$ cat config.mk
export PLATFORM = sky130hd
export DESIGN_NAME = encoder_index_calibration_sequencer_flat
export DESIGN_NICKNAME = d
export VERILOG_FILES = /design/src/rtl/core/eic_pkg.sv /design/src/rtl/core/eic_ifs.sv /design/src/rtl/core/encoder_index_calibration_sequencer.sv /design/src/flat_wrapper.sv
export VERILOG_INCLUDE_DIRS = /design/src /design/src/rtl/core
export SDC_FILE = /design/constraint.sdc
export NUM_CORES = 2
export LEC_CHECK = 0
export BUFFER_PORTS_ARGS = -buffer_cell sky130_fd_sc_hd__buf_2
export CAP_MARGIN = 20
export CORE_UTILIZATION = 60
export DETAILED_ROUTE_END_ITERATION = 6
export HOLD_SLACK_MARGIN = 0.02
export PLACE_DENSITY = 0.79
export SETUP_SLACK_MARGIN = 0.3
export SLEW_MARGIN = 0
export SYNTH_ARGS = -nofsm -noshare
export SYNTH_HDL_FRONTEND = slang
export SYNTH_SLANG_ARGS = --single-unit
$ cat constraint.sdc
create_clock -name clk -period 7.4 [get_ports clk]
set_input_delay 0.37 -clock clk [delete_from_list [all_inputs] [get_ports clk]]
set_output_delay 0.37 -clock clk [all_outputs]
set_load 0.05 [all_outputs]
$ cat src/rtl/core/assert_macros.svh
// Assertion macros for the RTL file that carries concurrent checks.
`ifndef ASSERT_MACROS_SVH
`define ASSERT_MACROS_SVH

// Property holds at every clock edge outside reset.
`define EIC_ASSERT(label, prop, msg) \
    label: assert property (@(posedge clk) disable iff (!rst_n) (prop)) else $error(msg);

// Condition never holds at a clock edge outside reset.
`define EIC_ASSERT_NEVER(label, cond, msg) \
    `EIC_ASSERT(label, !(cond), msg)

`endif

$ cat src/rtl/core/eic_pkg.sv
// Package for the encoder index calibration sequencer: types, constants, codes.
package eic_pkg;

    // Encoder count bits that are significant in the sampled count
    localparam int COUNT_BITS = 32;

    // Field widths
    localparam int SPEED_W  = 16;
    localparam int SETTLE_W = 8;
    localparam int VALUE_W  = 32;
    localparam int HALF_W   = 31;
    localparam int CFG_IDX_W  = 2;
    localparam int CFG_DATA_W = 16;

    // Q24.8 degree scale: x * 256 / 360 == (x << 5) / 45, done as a reciprocal
    // multiply: floor(x * ceil(2^41 / 45) / 2^36) is exact for |x| <= 2^32
    localparam int DEG_PER_TURN    = 360;
    localparam int TPD_SCALE       = 256;
    localparam int TPD_SHIFT       = 5;
    localparam int TPD_DIVISOR     = DEG_PER_TURN * (1 << TPD_SHIFT) / TPD_SCALE;
    localparam int TPD_RECIP_SHIFT = 36;
    localparam int RECIP_W         = 36;
    localparam int RECIP_HALF_W    = 18;
    localparam logic [RECIP_W-1:0] TPD_RECIP =
        RECIP_W'(((64'd1 << (TPD_RECIP_SHIFT + TPD_SHIFT)) + 64'(TPD_DIVISOR - 1))
                 / 64'(TPD_DIVISOR));
    localparam logic [RECIP_HALF_W-1:0] TPD_RECIP_HI = TPD_RECIP[RECIP_W-1:RECIP_HALF_W];
    localparam logic [RECIP_HALF_W-1:0] TPD_RECIP_LO = TPD_RECIP[RECIP_HALF_W-1:0];

    // Scale unit widths: 33-bit magnitude, 33x18 partial products, full sum
    localparam int MAG_W  = VALUE_W + 1;
    localparam int PROD_W = MAG_W + RECIP_HALF_W;
    localparam int SUM_W  = PROD_W + RECIP_HALF_W;

    // Scale unit steps: products, quotient, saturated result
    localparam int DIV_ROUNDS = 3;
    localparam int DIV_CNT_W  = $clog2(DIV_ROUNDS);

    // Register reset values
    localparam logic signed [SPEED_W-1:0] FAST_SPEED_RST   = 16'sd16384;
    localparam logic signed [SPEED_W-1:0] NORMAL_SPEED_RST = 16'sd8192;
    localparam logic [SETTLE_W-1:0]       SETTLE_RST       = 8'd25;

    localparam logic signed [SPEED_W-1:0] SPEED_MAX = 16'sh7FFF;
    localparam logic signed [SPEED_W-1:0] SPEED_MIN = 16'sh8000;

    typedef logic signed [SPEED_W-1:0] speed_t;
    typedef logic signed [VALUE_W-1:0] value_t;
    typedef logic signed [HALF_W-1:0]  half_t;

    // Configuration register indexes
    typedef enum logic [CFG_IDX_W-1:0] {
        CFG_FAST_SPEED   = 2'd0,
        CFG_NORMAL_SPEED = 2'd1,
        CFG_SETTLE       = 2'd2
    } cfg_idx_t;

    // Sequence phases, one-hot
    typedef enum logic [6:0] {
        PH_IDLE   = 7'b0000001,
        PH_LEAVE  = 7'b0000010,
        PH_SETTLE = 7'b0000100,
        PH_SEEK   = 7'b0001000,
        PH_MAGNET = 7'b0010000,
        PH_SPAN   = 7'b0100000,
        PH_CENTER = 7'b1000000
    } phase_t;

endpackage

$ cat src/rtl/core/eic_ifs.sv
// Sample and result channel interfaces for the calibration sequencer.
interface eic_in_if;
    import eic_pkg::*;

    logic   valid;
    logic   ready;
    logic   start_request;
    logic   magnet_level;
    value_t encoder_count;

    modport source (output valid, start_request, magnet_level, encoder_count, input ready);
    modport sink   (input valid, start_request, magnet_level, encoder_count, output ready);
endinterface

interface eic_out_if;
    import eic_pkg::*;

    logic   valid;
    logic   ready;
    speed_t motor_speed;
    logic   zero_encoder;
    logic   busy_res;
    logic   done_pulse;
    value_t magnet_width;
    half_t  half_width;
    value_t disk_span;
    value_t deg_scale;

    modport source (output valid, motor_speed, zero_encoder, busy_res, done_pulse,
                    magnet_width, half_width, disk_span, deg_scale,
                    input ready);
    modport sink   (input valid, motor_speed, zero_encoder, busy_res, done_pulse,
                    magnet_width, half_width, disk_span, deg_scale,
                    output ready);
endinterface

$ cat src/rtl/core/encoder_index_calibration_sequencer.sv
// Encoder index calibration sequencer: frame-rate phase machine with result register.
//
// Usage: each transaction on in_ch carries one frame sample (start request,
// magnet sensor level, encoder count); each one gives exactly one transaction
// on out_ch with the motor command, zero request, busy/done flags and the four
// stored calibration values. cfg_we/cfg_index/cfg_data write the fast speed,
// normal speed and settle frame count; write them only while the block is idle.
// A result is presented the cycle after its sample is taken, and one
// sample per cycle is accepted while out_ch keeps up (the output register frees
// as it is taken). The frame that ends the span measurement also starts the
// degree scale divide by 45, a reciprocal multiply that forms the products,
// then the quotient, then the saturated result; that result is presented later
// than usual and in_ch is held off meanwhile. When out_ch stalls, the result
// waits in the output register and in_ch.ready drops until it is taken. Reset
// puts the sequencer idle, clears the stored values and loads the register defaults.
module encoder_index_calibration_sequencer
(
    input  logic                            clk,
    input  logic                            rst_n,
    eic_in_if.sink                          in_ch,
    eic_out_if.source                       out_ch,
    input  logic                            cfg_we,
    input  logic [eic_pkg::CFG_IDX_W-1:0]   cfg_index,
    input  logic [eic_pkg::CFG_DATA_W-1:0]  cfg_data
);
    import eic_pkg::*;

    `include "assert_macros.svh"

    // Configuration registers
    speed_t              fast_speed_reg;
    speed_t              normal_speed_reg;
    logic [SETTLE_W-1:0] settle_frames_reg;

    // Sequencer state
    phase_t              phase_reg, phase_next;
    logic [SETTLE_W-1:0] settle_cnt_reg, settle_cnt_next;
    value_t              magnet_width_reg, magnet_width_next;
    half_t               half_width_reg, half_width_next;
    value_t              disk_span_reg, disk_span_next;
    value_t              tpd_reg;

    // Output register
    logic   out_valid_reg;
    speed_t motor_reg, motor_next;
    logic   zero_reg, zero_next;
    logic   busy_reg, busy_next;
    logic   done_reg, done_next;

    // Degree scale unit
    logic                  div_busy_reg;
    logic [DIV_CNT_W-1:0]  div_cnt_reg;
    logic [MAG_W-1:0]      div_mag_reg;
    logic                  div_neg_reg;
    logic [PROD_W-1:0]     prod_hi_reg, prod_hi_next;
    logic [PROD_W-1:0]     prod_lo_reg, prod_lo_next;
    logic [SUM_W-1:0]      prod_sum;
    logic [MAG_W-1:0]      quot_reg, quot_next;
    logic                  div_last;
    value_t                tpd_next;

    logic          in_fire;
    logic          div_start;
    phase_t        eff_phase;
    value_t        enc;
    value_t        half_full;
    value_t        half_ext;
    logic [MAG_W-1:0] span_sum;
    logic [MAG_W-1:0] span_mag;
    speed_t        rev_speed;

    // Handshake
    assign in_ch.ready = !div_busy_reg && (!out_valid_reg || out_ch.ready);
    assign in_fire     = in_ch.valid && in_ch.ready;
    assign div_last    = div_busy_reg && (div_cnt_reg == DIV_CNT_W'(DIV_ROUNDS - 1));

    // Sample decode and arithmetic helpers
    assign enc       = VALUE_W'($signed(in_ch.encoder_count[COUNT_BITS-1:0]));
    assign half_full = (enc + {{(VALUE_W-1){1'b0}}, enc[VALUE_W-1]}) >>> 1;
    assign half_ext  = {half_width_reg[HALF_W-1], half_width_reg};
    assign span_sum  = {enc[VALUE_W-1], enc}
                     + {magnet_width_reg[VALUE_W-1], magnet_width_reg};
    assign span_mag  = span_sum[MAG_W-1] ? (~span_sum + 33'd1) : span_sum;
    assign rev_speed = (fast_speed_reg == SPEED_MIN) ? SPEED_MAX : -fast_speed_reg;

    // Phase step for the accepted sample
    always_comb
    begin
        eff_phase = phase_reg;
        if (phase_reg == PH_IDLE && in_ch.start_request)
        begin
            eff_phase = PH_LEAVE;
        end
        phase_next        = eff_phase;
        settle_cnt_next   = settle_cnt_reg;
        magnet_width_next = magnet_width_reg;
        half_width_next   = half_width_reg;
        disk_span_next    = disk_span_reg;
        motor_next        = '0;
        zero_next         = 1'b0;
        busy_next         = (eff_phase != PH_IDLE);
        done_next         = 1'b0;
        div_start         = 1'b0;

        case (eff_phase)
            PH_IDLE:
            begin
                phase_next = PH_IDLE;
            end
            PH_LEAVE:
            begin
                motor_next = rev_speed;
                if (in_ch.magnet_level)
                begin
                    settle_cnt_next = '0;
                    phase_next = (settle_frames_reg == '0) ? PH_SEEK : PH_SETTLE;
                end
            end
            PH_SETTLE:
            begin
                motor_next      = rev_speed;
                settle_cnt_next = settle_cnt_reg + 1'b1;
                if (settle_cnt_next >= settle_frames_reg)
                begin
                    phase_next = PH_SEEK;
                end
            end
            PH_SEEK:
            begin
                if (in_ch.magnet_level)
                begin
                    motor_next = fast_speed_reg;
                end
                else
                begin
                    zero_next  = 1'b1;
                    phase_next = PH_MAGNET;
                end
            end
            PH_MAGNET:
            begin
                if (!in_ch.magnet_level)
                begin
                    motor_next = normal_speed_reg;
                end
                else
                begin
                    magnet_width_next = enc;
                    half_width_next   = half_full[HALF_W-1:0];
                    zero_next         = 1'b1;
                    phase_next        = PH_SPAN;
                end
            end
            PH_SPAN:
            begin
                if (in_ch.magnet_level)
                begin
                    motor_next = normal_speed_reg;
                end
                else
                begin
                    disk_span_next = enc;
                    div_start      = 1'b1;
                    zero_next      = 1'b1;
                    if (half_width_reg > 0)
                    begin
                        motor_next = normal_speed_reg;
                        phase_next = PH_CENTER;
                    end
                    else
                    begin
                        done_next  = 1'b1;
                        phase_next = PH_IDLE;
                    end
                end
            end
            PH_CENTER:
            begin
                if (enc < half_ext)
                begin
                    motor_next = normal_speed_reg;
                end
                else
                begin
                    zero_next  = 1'b1;
                    done_next  = 1'b1;
                    phase_next = PH_IDLE;
                end
            end
            default:
            begin
                phase_next = PH_IDLE;
                busy_next  = 1'b0;
            end
        endcase
    end

    // Divide by 45: magnitude times the reciprocal, split in two 18-bit halves
    assign prod_hi_next = PROD_W'(div_mag_reg) * PROD_W'(TPD_RECIP_HI);
    assign prod_lo_next = PROD_W'(div_mag_reg) * PROD_W'(TPD_RECIP_LO);
    assign prod_sum     = {prod_hi_reg, {RECIP_HALF_W{1'b0}}} + SUM_W'(prod_lo_reg);
    assign quot_next    = prod_sum[TPD_RECIP_SHIFT +: MAG_W];

    // Truncated quotient, sign restored and saturated to 32 bits
    always_comb
    begin
        if (!div_neg_reg)
        begin
            tpd_next = (quot_reg > 33'h0_7FFF_FFFF) ? 32'sh7FFF_FFFF : quot_reg[31:0];
        end
        else
        begin
            tpd_next = (quot_reg > 33'h0_8000_0000) ? 32'sh8000_0000 : -quot_reg[31:0];
        end
    end

    // Control and state registers
    always_ff @(posedge clk or negedge rst_n)
    begin
        if (!rst_n)
        begin
            fast_speed_reg    <= FAST_SPEED_RST;
            normal_speed_reg  <= NORMAL_SPEED_RST;
            settle_frames_reg <= SETTLE_RST;
            phase_reg         <= PH_IDLE;
            settle_cnt_reg    <= '0;
            magnet_width_reg  <= '0;
            half_width_reg    <= '0;
            disk_span_reg     <= '0;
            tpd_reg           <= '0;
            out_valid_reg     <= 1'b0;
            div_busy_reg      <= 1'b0;
            div_cnt_reg       <= '0;
        end
        else
        begin
            // Configuration writes; unknown indexes are dropped
            if (cfg_we)
            begin
                case (cfg_index)
                    CFG_FAST_SPEED:   fast_speed_reg    <= cfg_data;
                    CFG_NORMAL_SPEED: normal_speed_reg  <= cfg_data;
                    CFG_SETTLE:       settle_frames_reg <= cfg_data[SETTLE_W-1:0];
                    default:          ;
                endcase
            end

            if (in_fire)
            begin
                phase_reg        <= phase_next;
                settle_cnt_reg   <= settle_cnt_next;
                magnet_width_reg <= magnet_width_next;
                half_width_reg   <= half_width_next;
                disk_span_reg    <= disk_span_next;
                out_valid_reg    <= !div_start;
            end
            else if (div_last)
            begin
                out_valid_reg <= 1'b1;
            end
            else if (out_ch.ready)
            begin
                out_valid_reg <= 1'b0;
            end

            // Scale unit sequencing
            if (in_fire && div_start)
            begin
                div_busy_reg <= 1'b1;
                div_cnt_reg  <= '0;
            end
            else if (div_busy_reg)
            begin
                div_cnt_reg <= div_cnt_reg + 1'b1;
                if (div_last)
                begin
                    div_busy_reg <= 1'b0;
                    tpd_reg      <= tpd_next;
                end
            end
        end
    end

    // Result payload and scale unit datapath
    always_ff @(posedge clk)
    begin
        if (in_fire)
        begin
            motor_reg <= motor_next;
            zero_reg  <= zero_next;
            busy_reg  <= busy_next;
            done_reg  <= done_next;
        end
        if (in_fire && div_start)
        begin
            div_mag_reg <= span_mag;
            div_neg_reg <= span_sum[MAG_W-1];
        end
        if (div_busy_reg)
        begin
            prod_hi_reg <= prod_hi_next;
            prod_lo_reg <= prod_lo_next;
            quot_reg    <= quot_next;
        end
    end

    // Output channel
    assign out_ch.valid        = out_valid_reg;
    assign out_ch.motor_speed  = motor_reg;
    assign out_ch.zero_encoder = zero_reg;
    assign out_ch.busy_res     = busy_reg;
    assign out_ch.done_pulse   = done_reg;
    assign out_ch.magnet_width = magnet_width_reg;
    assign out_ch.half_width   = half_width_reg;
    assign out_ch.disk_span    = disk_span_reg;
    assign out_ch.deg_scale    = tpd_reg;

    // Checks
    `EIC_ASSERT_NEVER(a_div_hides_result, div_busy_reg && out_valid_reg, "result shown during divide")
    `EIC_ASSERT(a_div_ends_valid, div_last |=> out_valid_reg, "divide end did not present result")
    `EIC_ASSERT(a_done_zeroes, (out_valid_reg && done_reg) |-> zero_reg, "done without zeroing")

endmodule
$ cat src/flat_wrapper.sv
// flat-port wrapper written by rule: the top's interface ports become plain ports
module encoder_index_calibration_sequencer_flat import eic_pkg::*;
  (clk, rst_n, cfg_we, cfg_index, cfg_data, in_ch_valid, in_ch_start_request, in_ch_magnet_level, in_ch_encoder_count, in_ch_ready, out_ch_valid, out_ch_motor_speed, out_ch_zero_encoder, out_ch_busy_res, out_ch_done_pulse, out_ch_magnet_width, out_ch_half_width, out_ch_disk_span, out_ch_deg_scale, out_ch_ready);
  eic_in_if in_ch_i ();
  eic_out_if out_ch_i ();
  input  logic clk;
  input  logic rst_n;
  input  logic cfg_we;
  input  logic [eic_pkg::CFG_IDX_W-1:0] cfg_index;
  input  logic [eic_pkg::CFG_DATA_W-1:0] cfg_data;
  input wire logic [$bits(in_ch_i.valid)-1:0] in_ch_valid;
  input wire logic [$bits(in_ch_i.start_request)-1:0] in_ch_start_request;
  input wire logic [$bits(in_ch_i.magnet_level)-1:0] in_ch_magnet_level;
  input wire logic [$bits(in_ch_i.encoder_count)-1:0] in_ch_encoder_count;
  output wire logic [$bits(in_ch_i.ready)-1:0] in_ch_ready;
  output wire logic [$bits(out_ch_i.valid)-1:0] out_ch_valid;
  output wire logic [$bits(out_ch_i.motor_speed)-1:0] out_ch_motor_speed;
  output wire logic [$bits(out_ch_i.zero_encoder)-1:0] out_ch_zero_encoder;
  output wire logic [$bits(out_ch_i.busy_res)-1:0] out_ch_busy_res;
  output wire logic [$bits(out_ch_i.done_pulse)-1:0] out_ch_done_pulse;
  output wire logic [$bits(out_ch_i.magnet_width)-1:0] out_ch_magnet_width;
  output wire logic [$bits(out_ch_i.half_width)-1:0] out_ch_half_width;
  output wire logic [$bits(out_ch_i.disk_span)-1:0] out_ch_disk_span;
  output wire logic [$bits(out_ch_i.deg_scale)-1:0] out_ch_deg_scale;
  input wire logic [$bits(out_ch_i.ready)-1:0] out_ch_ready;
  assign in_ch_i.valid = in_ch_valid;
  assign in_ch_i.start_request = in_ch_start_request;
  assign in_ch_i.magnet_level = in_ch_magnet_level;
  assign in_ch_i.encoder_count = in_ch_encoder_count;
  assign in_ch_ready = in_ch_i.ready;
  assign out_ch_valid = out_ch_i.valid;
  assign out_ch_motor_speed = out_ch_i.motor_speed;
  assign out_ch_zero_encoder = out_ch_i.zero_encoder;
  assign out_ch_busy_res = out_ch_i.busy_res;
  assign out_ch_done_pulse = out_ch_i.done_pulse;
  assign out_ch_magnet_width = out_ch_i.magnet_width;
  assign out_ch_half_width = out_ch_i.half_width;
  assign out_ch_disk_span = out_ch_i.disk_span;
  assign out_ch_deg_scale = out_ch_i.deg_scale;
  assign out_ch_i.ready = out_ch_ready;
  encoder_index_calibration_sequencer u_core (.clk(clk), .rst_n(rst_n), .in_ch(in_ch_i), .out_ch(out_ch_i), .cfg_we(cfg_we), .cfg_index(cfg_index), .cfg_data(cfg_data));
endmodule
Word level (Yosys, flattened, before mapping)
Index checks and enable logic that the tools add are counted. Widths: inputs -> output; s select.

Flip-flop bits (word level): 374. Input bits: 57. Output and inout bits: 148. Word-level logic and storage cells: 117.

Add/subtract/negate cells: 8. Multiply operators: 2. $lt $le $gt $ge: 5. Eq/ne operators: 14. Mux-type cells: 39. Bitwise gates (word level): 3. Reductions and logical operators: 24.

Operator list (count): $mux 32 (4); $mul 33x18->51 const B (2); $mux 16 (6); $pmux 16 s5 (1); $add 69x51->69 (1); $mux 7 (8); $pmux 7 s6 (1); $add 32x32->33 (1); $add 33x1->33 const B (1); $gt 33x31->1 const B (1); $gt 33x32->1 const B (1); $not 33->33 (1); $add 32x1->32 (1); $lt 32x31->1 (1); $neg 32->32 (1); $gt 31x1->1 const B (1); $eq 16x16->1 const B (1); $neg 16->16 (1); $pmux 8 s2 (1); $eq 7x1->1 const B (2); $mux 1 (12); $reduce_and 3->1 (4); $add 8x1->8 const B (1); $ge 8x8->1 (1); other kinds (27) (40).

Longest topological paths before layout
Word-level depth: 8. Depth in mapped cells: 24. Gate-level depth less buffers: 23.

Least setup slack after synthesis
OpenSTA, ideal clock, no wires.

Path kind: flip-flop to flip-flop. Start point: reg u_core.div_mag_reg[10]. End point: reg u_core.prod_hi_reg[49], data pin. Library setup time: 0.270 ns. Data arrival time: 6.274 ns. Data required time: 7.130 ns. Setup slack: 0.856 ns. Cell stages (with the launch flop): 24. Path buffers: 2. Period minus slack after synthesis: 6.544 ns. Cell sequence: edfxtp_1 ha_1 clkbuf_1 xor2_1 ha_1 or2_2 fa_1 inv_1 fa_1 fa_1 fa_1 inv_1 ha_1 clkbuf_1 a21o_1 a21o_1 a21o_1 o21a_1 nor2b_1 a21oi_1 o21ai_0 o21ai_0 nand4_1 or3b_2.

Word-level cells in the longest chain between the ends: 1.

Ends and longest elaborated chain: from (decl) (RTL line encoder_index_calibration_sequencer.sv:53) `logic [MAG_W-1:0] div_mag_reg;`; from (signal assigned) (RTL line encoder_index_calibration_sequencer.sv:296) `div_mag_reg <= span_mag;`; $mul 33x18->51 (RTL line encoder_index_calibration_sequencer.sv:199) `assign prod_hi_next = PROD_W'(div_mag_reg) * PROD_W'(TPD_RECIP_HI);`; net u_core.prod_hi_next[49] (RTL line encoder_index_calibration_sequencer.sv:55) `logic [PROD_W-1:0] prod_hi_reg, prod_hi_next;`; to (signal assigned) (RTL line encoder_index_calibration_sequencer.sv:301) `prod_hi_reg <= prod_hi_next;`; to (decl) (RTL line encoder_index_calibration_sequencer.sv:55).

The timed path passes the listed nets, and every way through them passes these cells. A chain may end at the register's enable or synchronous reset.

Worst setup path after layout
Start point: reg u_core.div_mag_reg[19]. End point: reg u_core.prod_lo_reg[49], data pin.

Word-level cells in the longest chain between the ends: 1.

Ends and longest elaborated chain: $mul 33x18->51 (RTL line encoder_index_calibration_sequencer.sv:200) `assign prod_lo_next = PROD_W'(div_mag_reg) * PROD_W'(TPD_RECIP_LO);`; net u_core.prod_lo_next[49] (RTL line encoder_index_calibration_sequencer.sv:56) `logic [PROD_W-1:0] prod_lo_reg, prod_lo_next;`; to (signal assigned) (RTL line encoder_index_calibration_sequencer.sv:302) `prod_lo_reg <= prod_lo_next;`; to (decl) (RTL line encoder_index_calibration_sequencer.sv:56).

The timed path passes the listed nets, and every way through them passes these cells.

==> reports/qor.txt <==
Final Wtd Congestion - 1.050
PortBufs - 204
max reg flops - 49
Power Dens Cells - 148.1 nW/um^2
Synth Area in Simple Gates - 0.1258
unique cell type count in the Yosys netlist - 88
Inst Count DP - 4,505
die width - 245.0 um
vias per cell - 5.898
total die area - 60,040 um^2
Crit Path Class - reg2reg
CTS Buf Count - 41
CTS tree - done
Int Power - 3.885 mW
remaining routing DRC violations - 0
max cap viols - 0
mapped cell area - 35,440 um^2
Initial DRC Count - 2,200
CP startpoint kind - flop
initial antenna violation count - 0
Post-synth EDFFs - 170
Post-Synthesis Cells - 3,587
grt total ovfl - 0
multiplexer share of the synthesized area - 0.02316
final non-filler cell total - 4,588
vias in the first global route - 27,260
first-pass GRT wire length - 148.1 mm
leakage - 18.96 nW
Req. time, crit path - 7.70 ns
largest net degree at the start of global routing - 94
final hold violations - 0
P&R area growth vs syn - 9.575%
ANT nets after route - 0
Logic pwr share - 0.217
Starting Density - 0.6107
NumNets Final - 4,624
root buffer cell - clkbuf_16
CTS max path bufs - 3
Slew @ Worst Pin - 1.051 ns
clk_lat worst skew - 0.58 ns
Place WS - 0.5073 ns
CTS sink count - 356
Clock power frac - 0.362
clock skew - 0.02990 ns
average size of a mapped cell - 9.879 um^2
Final Slew Violations - 0
Synth area leader - ha_1
clk slew on worst S/H paths - 0.06 ns
crit path DAT - 7.17 ns
ratio of cells with drive above 1 in the final layout - 0.1138
setup slack after layout - 0.5260 ns
period utilization - 0.9289
register area share after synthesis - 0.2756
crit path time final - 6.874 ns
Total Power - 5.752 mW
Detailed Place HPWL - 74.77 mm
asr flop ratio synth - 0.5225
DP Area - 37,340 um^2
Synth top area share - 0.1702
FF-to-FF path depth - 21
Crit Path Max Fanout - 6
peak supply drop - 0.2412 mV
Primary FF master, synth - dfrtp_1
drt pass-1 iters - 6
status - completed
Hold Path Class - in2reg
Compound-Gate Fraction of Synth Area - 0.1179
Crit. End Element - flop
Hold Crit Depth - 2
Yosys warnings - 0
final number of setup-violating endpoints - 0
synth top area cells - ha_1, fa_1, edfxtp_1
H-tree Lvls - 2
unrepaired setup endpoints after global routing - true
Total Wirelength - 92.72 mm
worst relative slew slack - 0.2992
wire per inst - 20.21 um
switching share of power - 0.3246
Sum Neg Setup Slack - 0 ns
Fmax achieved - 0.1455 GHz
I/O pin count - 205
most common cell in the netlist - inv_1
Synth Area in Adders - 0.3357
FF+latch count, synth - 356
NetSw - 1.867 mW
Syn Nets - 4,419
row cnt - 88
core box area - 58,030 um^2
GRT Total Usage - 0.3163
Die Ht - 245.0 um
final hold slack - 0.03926 ns
XOR/XNOR Fraction of Synth Area - 0.05882
Seq pwr share - 0.421
via count - 27,060
largest family of logic cells by synthesized area - adder cells
commonest cells in the netlist - inv_1, ha_1, nand2_1
post-route cell area - 38,830 um^2
Core Util, Final - 0.6692
## placed cells by master (no fill, tap or decap), types with 8 or more instances in the layout
master	n
edfxtp_1	170
nor3b_1	10
o31ai_1	29
o21bai_1	17
nor3_1	54
a21o_1	78
a211oi_1	15
nand2_1	298
a21boi_0	9
clkbuf_16	42
buf_4	33
or2_2	22
nor2b_1	29
xnor2_1	103
and2_1	36
nand2b_1	36
clkbuf_1	11
ha_1	476
fa_1	293
nand4_1	43
nor4_1	24
a221o_1	14
o211ai_1	8
xor2_1	135
buf_2	204
mux2_2	72
and3_1	34
or3_1	19
o21a_1	15
a31oi_1	25
inv_1	512
a21oi_1	201
o21ai_0	146
nor2_1	180
nand3_1	67
dfrtp_1	179
## power groups by stage
stage,clock (mW),combinational [mW],sequential [mW]
floorplan,0,0.415,2.95
global placement,0,1.22,2.45
detailed placement,0,1.25,2.45
CTS,2.12,1.25,2.42
global route,2.20,1.34,2.45
finish,2.08,1.25,2.42
## layer usage
layer  global-route usage  wire length, um  vias up
li1                     -                -    12760
met1               0.4256            39490    13180
met2               0.5219            43570      952
met3              0.05795             6986      170
met4              0.08989             2673        0
met5                    0                0        -
## area by class of cell
type / count / area [um^2]
Clock inverter: 14 / 209.0
Antenna cell: 1 / 2.502
Timing Repair Buffer: 240 / 1303
Inverter: 514 / 1929
Fill cell: 4519 / 19200
Tap cell: 765 / 957.2
Multi-Input combinational cell: 2639 / 23480
Sequential cell: 356 / 9771
Clock buffer: 59 / 1175
## worst paths after layout
path | slack [ns] | startpoint | end
max | 0.53 | u_core.div_mag_reg[19] | u_core.prod_lo_reg[49]
min | 0.04 | cfg_data[15] | u_core.normal_speed_reg[15]
max reg2reg | 0.53 | u_core.div_mag_reg[19] | u_core.prod_lo_reg[49]
min reg2reg | 0.47 | u_core.out_ch.deg_scale[11] | u_core.out_ch.deg_scale[11]
max in group asynchronous | 5.65 | rst_n | u_core.div_busy_reg
min in group asynchronous | 0.45 | rst_n | u_core.out_ch.deg_scale[2]
## cell families after synthesis
logic type,count (synthesis)
AOI/OAI and AO/OA,653
xor gates and xnor gates,238
adders and majority gates,775
buffers and inverters,592
DFF,356
muxes,73
and+or+nand+nor,900
## timing repair
| action | 4_1_cts | 5_1_grt |
|---|---|---|
| gates resized for setup | 0 | 11 |
| endpoints found under the setup margin | 0 | 9 |
| setup buffers | 0 | 6 |
| endpoints found under the hold margin | 84 | 0 |
| hold buffers | 2 | 0 |
## worst max-delay path: stages, from the launching register on
cell       delay [ns]
edfxtp_1         0.61
ha_1             0.50
inv_1            0.17
fa_1             0.54
inv_1            0.06
fa_1             0.53
fa_1             0.51
fa_1             0.56
inv_1            0.05
fa_1             0.52
inv_1            0.04
ha_1             0.32
nand3_1          0.09
o22ai_1          0.26
o21ai_0          0.25
a2111oi_1        0.54
buf_4            0.22
o21ai_1          0.12
o221ai_1         0.24
a21oi_1          0.14
nand2b_1         0.19
xnor2_1          0.14
No activity file was read; power rests on OpenSTA's default activity.
